File: config.mk
export PLATFORM = sky130hd
export DESIGN_NAME = slca_ctrl
export DESIGN_NICKNAME = d
export VERILOG_FILES = /design/src/rtl/set_lca_binary_lifting_unit_macros.svh /design/src/rtl/slca_pkg.sv /design/src/rtl/slca_ctrl.sv
export SDC_FILE = /design/constraint.sdc
export NUM_CORES = 1
export LEC_CHECK = 0
export ABC_AREA = 1
export CORE_AREA = 2 2 39 41
export CTS_BUF_LIST = sky130_fd_sc_hd__clkbuf_8
export CTS_CLUSTER_SIZE = 14
export DETAILED_ROUTE_END_ITERATION = 12
export DIE_AREA = 0 0 41 43
export DONT_BUFFER_PORTS = 1
export PLACE_DENSITY_LB_ADDON = 0.1
export RECOVER_POWER = 50
export SYNTH_ARGS = -nofsm -noshare
export SYNTH_HDL_FRONTEND = slang
export SYNTH_SLANG_ARGS = --single-unit
export TNS_END_PERCENT = 1
File: constraint.sdc
create_clock -name clk -period 3 [get_ports clk]
set_clock_uncertainty 0.1 [all_clocks]
set_input_delay 0.3 -clock clk [delete_from_list [all_inputs] [get_ports clk]]
set_output_delay 0.3 -clock clk [all_outputs]
set_load 0.005 [all_outputs]
File: src/rtl/set_lca_binary_lifting_unit_macros.svh
// assertion macros for the set lca unit
`ifndef SET_LCA_BINARY_LIFTING_UNIT_MACROS_SVH
`define SET_LCA_BINARY_LIFTING_UNIT_MACROS_SVH

`ifndef SYNTHESIS
`define SLCA_ASSERT(label, prop, msg) \
  label: assert property (@(posedge clk) disable iff (rst) prop) else $error(msg);
`define SLCA_NEVER(label, cond, msg) \
  label: assert property (@(posedge clk) disable iff (rst) !(cond)) else $error(msg);
`else
`define SLCA_ASSERT(label, prop, msg)
`define SLCA_NEVER(label, cond, msg)
`endif

`endif

File: src/rtl/slca_pkg.sv
package slca_pkg;

  localparam int NODE_W = 10;
  localparam int TIME_W = 11;
  localparam int LVL_W  = 4;
  localparam int OP_W   = 2;

  typedef enum logic [OP_W-1:0] {
    OP_TIMES = 2'd0,
    OP_LIFT  = 2'd1,
    OP_QUERY = 2'd2
  } op_t;

  typedef enum logic [1:0] {
    TS_Y   = 2'd0,
    TS_CUR = 2'd1,
    TS_UP  = 2'd2
  } tsel_t;

  typedef enum logic {
    LS_CUR  = 1'b0,
    LS_STEP = 1'b1
  } lsel_t;

  typedef enum logic [1:0] {
    RS_NODE = 2'd0,
    RS_CUR  = 2'd1,
    RS_LIFT = 2'd2
  } rsel_t;

  typedef struct packed {
    logic             wr_times;
    logic             wr_lift;
    logic             load;
    logic             t_rd;
    tsel_t            t_sel;
    logic             cap_ty;
    logic             cap_up;
    logic             l_rd;
    lsel_t            l_sel;
    logic [LVL_W-1:0] lvl;
    logic             upd_cur;
    logic             commit;
    rsel_t            res_sel;
    logic             emit;
  } cmd_t;

  typedef struct packed {
    logic above;
  } status_t;

endpackage

File: src/rtl/slca_ctrl.sv
module slca_ctrl
  import slca_pkg::*;
#(
  parameter int LIFT_LEVELS = 16
) (
  input  logic            clk,
  input  logic            rst,
  input  logic            start,
  input  logic [OP_W-1:0] opcode,
  input  logic            is_last,
  input  status_t         st,
  output cmd_t            cmd,
  output logic            busy,
  output logic            done
);

  localparam int KW = (LIFT_LEVELS > 1) ? $clog2(LIFT_LEVELS) : 1;

  typedef enum logic [2:0] {
    S_IDLE,
    S_TY,
    S_TX,
    S_AX,
    S_LA,
    S_LC,
    S_FA
  } state_t;

  state_t        state, state_next;
  logic [KW-1:0] k;
  logic          have;
  logic          last;

  always_comb begin
    cmd        = '0;
    state_next = state;
    case (state)
      S_IDLE: begin
        if (start) begin
          case (opcode)
            OP_TIMES: cmd.wr_times = 1'b1;
            OP_LIFT:  cmd.wr_lift = 1'b1;
            OP_QUERY: begin
              if (have) begin
                cmd.load   = 1'b1;
                state_next = S_TY;
              end else begin
                cmd.commit  = 1'b1;
                cmd.res_sel = RS_NODE;
                cmd.emit    = is_last;
              end
            end
            default: ;
          endcase
        end
      end
      S_TY: begin
        cmd.t_rd   = 1'b1;
        cmd.t_sel  = TS_Y;
        state_next = S_TX;
      end
      S_TX: begin
        cmd.cap_ty = 1'b1;
        cmd.t_rd   = 1'b1;
        cmd.t_sel  = TS_CUR;
        state_next = S_AX;
      end
      S_AX: begin
        if (st.above) begin
          cmd.commit  = 1'b1;
          cmd.res_sel = RS_CUR;
          cmd.emit    = last;
          state_next  = S_IDLE;
        end else begin
          cmd.l_rd   = 1'b1;
          cmd.l_sel  = LS_CUR;
          cmd.lvl    = LVL_W'(LIFT_LEVELS - 1);
          state_next = S_LA;
        end
      end
      S_LA: begin
        cmd.cap_up = 1'b1;
        cmd.t_rd   = 1'b1;
        cmd.t_sel  = TS_UP;
        state_next = S_LC;
      end
      S_LC: begin
        cmd.upd_cur = 1'b1;
        cmd.l_rd    = 1'b1;
        cmd.l_sel   = LS_STEP;
        if (k == '0) begin
          cmd.lvl    = '0;
          state_next = S_FA;
        end else begin
          cmd.lvl    = LVL_W'(k - KW'(1));
          state_next = S_LA;
        end
      end
      S_FA: begin
        cmd.commit  = 1'b1;
        cmd.res_sel = RS_LIFT;
        cmd.emit    = last;
        state_next  = S_IDLE;
      end
      default: state_next = S_IDLE;
    endcase
  end

  always_ff @(posedge clk) begin
    if (rst) begin
      state <= S_IDLE;
      k     <= '0;
      have  <= 1'b0;
      last  <= 1'b0;
      done  <= 1'b0;
    end else begin
      state <= state_next;
      done  <= cmd.commit && cmd.emit;
      if (cmd.commit) begin
        have <= !cmd.emit;
      end
      if (cmd.load) begin
        last <= is_last;
      end
      if (state == S_AX) begin
        k <= KW'(LIFT_LEVELS - 1);
      end else if (state == S_LC && k != '0) begin
        k <= k - KW'(1);
      end
    end
  end

  assign busy = (state != S_IDLE);

endmodule

# After elaboration in Yosys (flattened, before gate mapping)

Cells that the tools add are included.

Register bits: 10
Input bits: 7
Output and inout port bits: 21
Logic and storage cells: 53

Add/subtract/negate cells: 1
Equality and inequality tests: 11
Mux-type cells: 26
Reduce and logical (&&, ||, !) cells: 10

Operators with widths:

| operator                                                                | number |
|---|---|
| 4-bit two-way mux                                                       | 7 |
| 3-bit two-way mux                                                       | 6 |
| 3-bit one-hot mux with 6 select lines                                   | 1 |
| 4-bit one-hot mux with 3 select lines                                   | 1 |
| 6-bit one-hot mux with 2 select lines                                   | 1 |
| 3-bit == test, second input constant                                    | 3 |
| 3-bit one-hot mux with 3 select lines                                   | 1 |
| 1-bit two-way mux                                                       | 7 |
| 3-bit by 2-bit == test with 1-bit output, second input constant         | 2 |
| 6-bit two-way mux                                                       | 1 |
| 4-bit zero test                                                         | 1 |
| 2-bit inequality test, second input constant                            | 2 |
| 4-bit nonzero test                                                      | 1 |
| 4-bit by 1-bit subtractor with 4-bit output, second input constant      | 1 |
| 3-bit by 1-bit == test with 1-bit output, second input constant         | 1 |
| 3-bit zero test                                                         | 1 |
| 3-bit AND reduction                                                     | 1 |
| 3-bit nonzero test                                                      | 1 |
| 2-bit by 1-bit == test with 1-bit output, second input constant         | 1 |
| 2-bit == test, second input constant                                    | 1 |
| 1-bit logical AND                                                       | 2 |
| 2-bit zero test                                                         | 1 |
| 2-bit two-way mux                                                       | 1 |
| 2-bit by 1-bit inequality test with 1-bit output, second input constant | 1 |
| other kinds (2)                                                         | 2 |

# Logic depth before layout (Yosys ltp)

Depth in word-level cells: 5
Mapped depth: 8
Gate-level depth less buffers: 8

# Worst setup path after synthesis

OpenSTA, ideal clock, no wires.

Path kind: reg-to-output
Start: register state[0]
End: output cmd[8] (netlist name)
Data arrival time: 1.051 ns
Data required time: 2.600 ns
Path slack: 1.549 ns
Stages on the path, launching flop included: 7
Buffers on the path: 1
Cell sequence: dfxtp_1 -> nand2_2 -> nor2_4 -> inv_2 -> or2_1 -> buf_6 -> nand2_1

RTL lines:

| element                | line             | text |
|---|---|---|
| start, declared        | slca_ctrl.sv:29  | `state_t state, state_next;` |
| start signal, assigned | slca_ctrl.sv:117 | `state <= state_next;` |
| end, declared          | slca_ctrl.sv:12  | `output cmd_t cmd,` |

==> impl_metrics.yaml <==
worst_setup_path:
  worstSetupStartpointType: "flop"
  worstPathArrival_ns: 1.55
  rr_endpoint: "k[3]$_SDFFE_PP0P_"
  rr_startpoint: "state[2]$_SDFFE_PP0P_"
  worstSetupEndpointType: "primary output"
  ff2ff_path_depth: 4
  reg2reg_slack_ns: 1.46
  timing.critical_path.fanout_max: 8
  timing_worst_setup_path_type: "reg2out"
  crit_path_required_time_ns: 2.60
yosys:
  area_fraction_in_compound_gates_after_synthesis_pct: 9.46
  synth_xor_xnor_area_share_pct: 1.30
  yosysUniqueCellTypes: 25
  synth_adder_area_share_pct: 1.86
  syn_avg_cell_area_um2: 6.24
  post_synth_inst_count: 108
  ys.warnings.count: 0
  mappedNetlistNets: 116
  synth_simple_gate_area_share_pct: 40.8
  synth_top_family_by_area: "simple AND/OR/NAND/NOR gates"
  synth-edff-count: 0
  muxShareOfSynthArea_pct: 0
  synth-seq-cells: 10
  dominantRegCellSynth: "dfxtp_1"
  sequential_fraction_of_the_synthesis_area_pct: 29.7
  synth-async-reset-ratio_pct: 0
  post_synth_instance_area_um2: 674
timing:
  final.period_utilization_pct: 65.1
  fin_crit_ns: 1.95
  setup_ws_ns: 1.05
  worst_tran_pin_value_ns: 0.439
  setup_viol: 0
  finalSetupTns_ns: 0
  fmax_mhz: 512
  grt_setup_unrepaired: "false"
  final_max_slew_viol_count: 0
  final_hold_viol_count: 0
  timing.slew.headroom_pct: 70.7
clock_tree:
  clock-root-buffer: "clkbuf_8"
  postCtsHoldBufs: 0
  ctsHtreeMaxLevel: 1
  post_cts_buffers: 0
  postCtsResizedCells: 0
  cts_max_path_buffers: 2
  clk_pin_slew_ns: 0.05
  tritoncts_clock_tree: "built"
  cts_made_buffers: 3
  clock_insertion_delay_worst_skew_ns: 0.23
  cts_num_sinks: 10
placement:
  dpl.hpwl_mm: 1.09
  dp_worst_setup_slack_ns: 1.38
  place_congestion: 0.696
  placed_cells: 119
  port_buffers: 0
route:
  routed_wire_length_per_instance_um: 11.1
  ant_nets: 0
  detailed_routing_iteration_count_for_the_pre_antenna_repair_pass: 3
  postRouteWirelength_mm: 1.37
  remaining_drc_errors: 0
  drt_first_iter_violations: 7
  vias_after_detailed_routing: 631
  vias_per_cell: 5.13
final_layout:
  finalNetCount: 116
  area.sequential_um2: 200
  n_antenna_cell: 0
  finalNonFillerCells: 123
  layout-drive-gt1-share_pct: 8.41
  final.fill_count: 147
  commonest_cells_after_routing_fill_and_taps_aside: "20 x inv_1, 20 x nand2_1, 18 x nor2_1"
  area_growth_pct: 5.57
  multi_input_area_um2: 358
global_routing:
  antenna_found_initial: 0
  globalRouteOverflowTotal: 0
  gr-usage-all-layers_pct: 18.8
  grt_max_degree: 10
  first_global_vias: 577
  grt_pass1_wl_mm: 2.28
hold_path:
  min_delay_path_depth: 1
  timing.hold.worst.class: "in2reg"
  worstHoldStart: "rst"
  timing.hold.worst_endpoint: "state[2]$_SDFFE_PP0P_"
power_and_ir_drop:
  sw_frac_of_total_pct: 26.4
  power.density_cell_area_mw_per_mm2: 524
  share_seq_of_total_power_pct: 40.5
  clk_network_pwr_share_pct: 44.4
  cell_internal_pwr_w: 0.000274
  switching_power_w: 0.0000984
  vdd_drop_max_mv: 0.289
  power.combinational.fraction_pct: 15.0
  power.static_leakage_nw: 0.389
floorplanning:
  die_width_um: 41
  initial_utilization_pct: 48.7
  cell_rows: 14
  die_area_mm2: 0.00176
  core_area_mm2: 0.00138
  die_y_um: 43
  i_o_pins: 28
flow_run:
  timing.max_cap.violations: 0
outcome:
  outcome: "finished clean"
-- synth_stat cells, types with 2 or more instances --
cell / number / area share, %
nor4_1: 2 / 1.9
a21oi_1: 6 / 4.5
nand2_1: 20 / 11
nor2_1: 17 / 9.5
nor3_1: 2 / 1.5
nand3_1: 9 / 6.7
dfxtp_1: 10 / 30
nand4_1: 4 / 3.7
inv_1: 20 / 11
buf_4: 2 / 2.2
o21ai_0: 2 / 1.5
-- state kept, by name, indices dropped and copies added, names as in the netlist --
name and cells:
k 4, state 3, done 1, have 1
last 1
-- per-layer routing --
layer	global-route usage (%)	up-vias	part of all wire [%]
met5	0	-	0
met4	8.00	0	1.1
met3	5.76	2	6.5
met2	26.9	21	45
met1	25.3	274	47
li1	-	334	-
-- how the worst max path moves through the flow --
stage | start | endpoint | slack [ns] | depth (start not counted)
4_1_cts | state[2]$_SDFFE_PP0P_ | cmd[8] | 1.12 | 4
3_5_place_dp | state[2]$_SDFFE_PP0P_ | cmd[8] | 1.38 | 4
2_1_floorplan | state[0]$_SDFFE_PP0P_ | cmd[8] | 1.55 | 6
6_report | state[2]$_SDFFE_PP0P_ | cmd[8] | 1.05 | 4
5_1_grt | state[2]$_SDFFE_PP0P_ | cmd[8] | 0.91 | 4
3_3_place_gp | state[2]$_SDFFE_PP0P_ | cmd[8] | 1.38 | 4
-- worst max-delay path, stage by stage, from the launching register on --
cell	delay (ns)
dfxtp_1	0.50
nand3_1	0.25
nor2_1	0.31
nand3_1	0.15
nand2_1	0.10
-- layout make-up --
class / instances / area share (%)
multi-input combinational: 72 / 50.3
sequential: 10 / 28.1
inverter: 21 / 11.1
clock buffer: 4 / 7.73
tap: 16 / 2.81
-- per-stage QoR --
| step | total power, W | cell area (um^2) | hold WS (ns) | util [%] |
|---|---|---|---|---|
| floorplan | 0.000204 | 674 | 0.342 | - |
| global placement | 0.000209 | 659 | 0.263 | 47.6 |
| detailed placement | 0.000210 | 659 | 0.264 | 47.6 |
| CTS | 0.000379 | 714 | 0.0137 | 51.6 |
| global route | 0.000397 | 712 | 0.0102 | 51.4 |
| finish | 0.000373 | 712 | 0.0229 | 51.4 |
-- power groups by stage --
stage	logic [W]	clock network (W)	registers, W
6_report	0.0000561	0.000166	0.000151
3_5_place_dp	0.0000562	0	0.000153
4_1_cts	0.0000566	0.000172	0.000151
3_3_place_gp	0.0000560	0	0.000153
2_1_floorplan	0.0000529	0	0.000151
5_1_grt	0.0000648	0.000179	0.000153
-- logic make-up (layout without fill, tap and decap cells) --
| kind of cell | count (synthesis) | in the layout |
|---|---|---|
| AOI/OAI and AO/OA | 10 | 10 |
| xor gates and xnor gates | 1 | 1 |
| adders and majority gates | 1 | 1 |
| buffers and inverters | 26 | 25 |
| DFF | 10 | 10 |
| and+or+nand+nor | 60 | 60 |
Note: power is estimated with default switching activity, not from simulation.
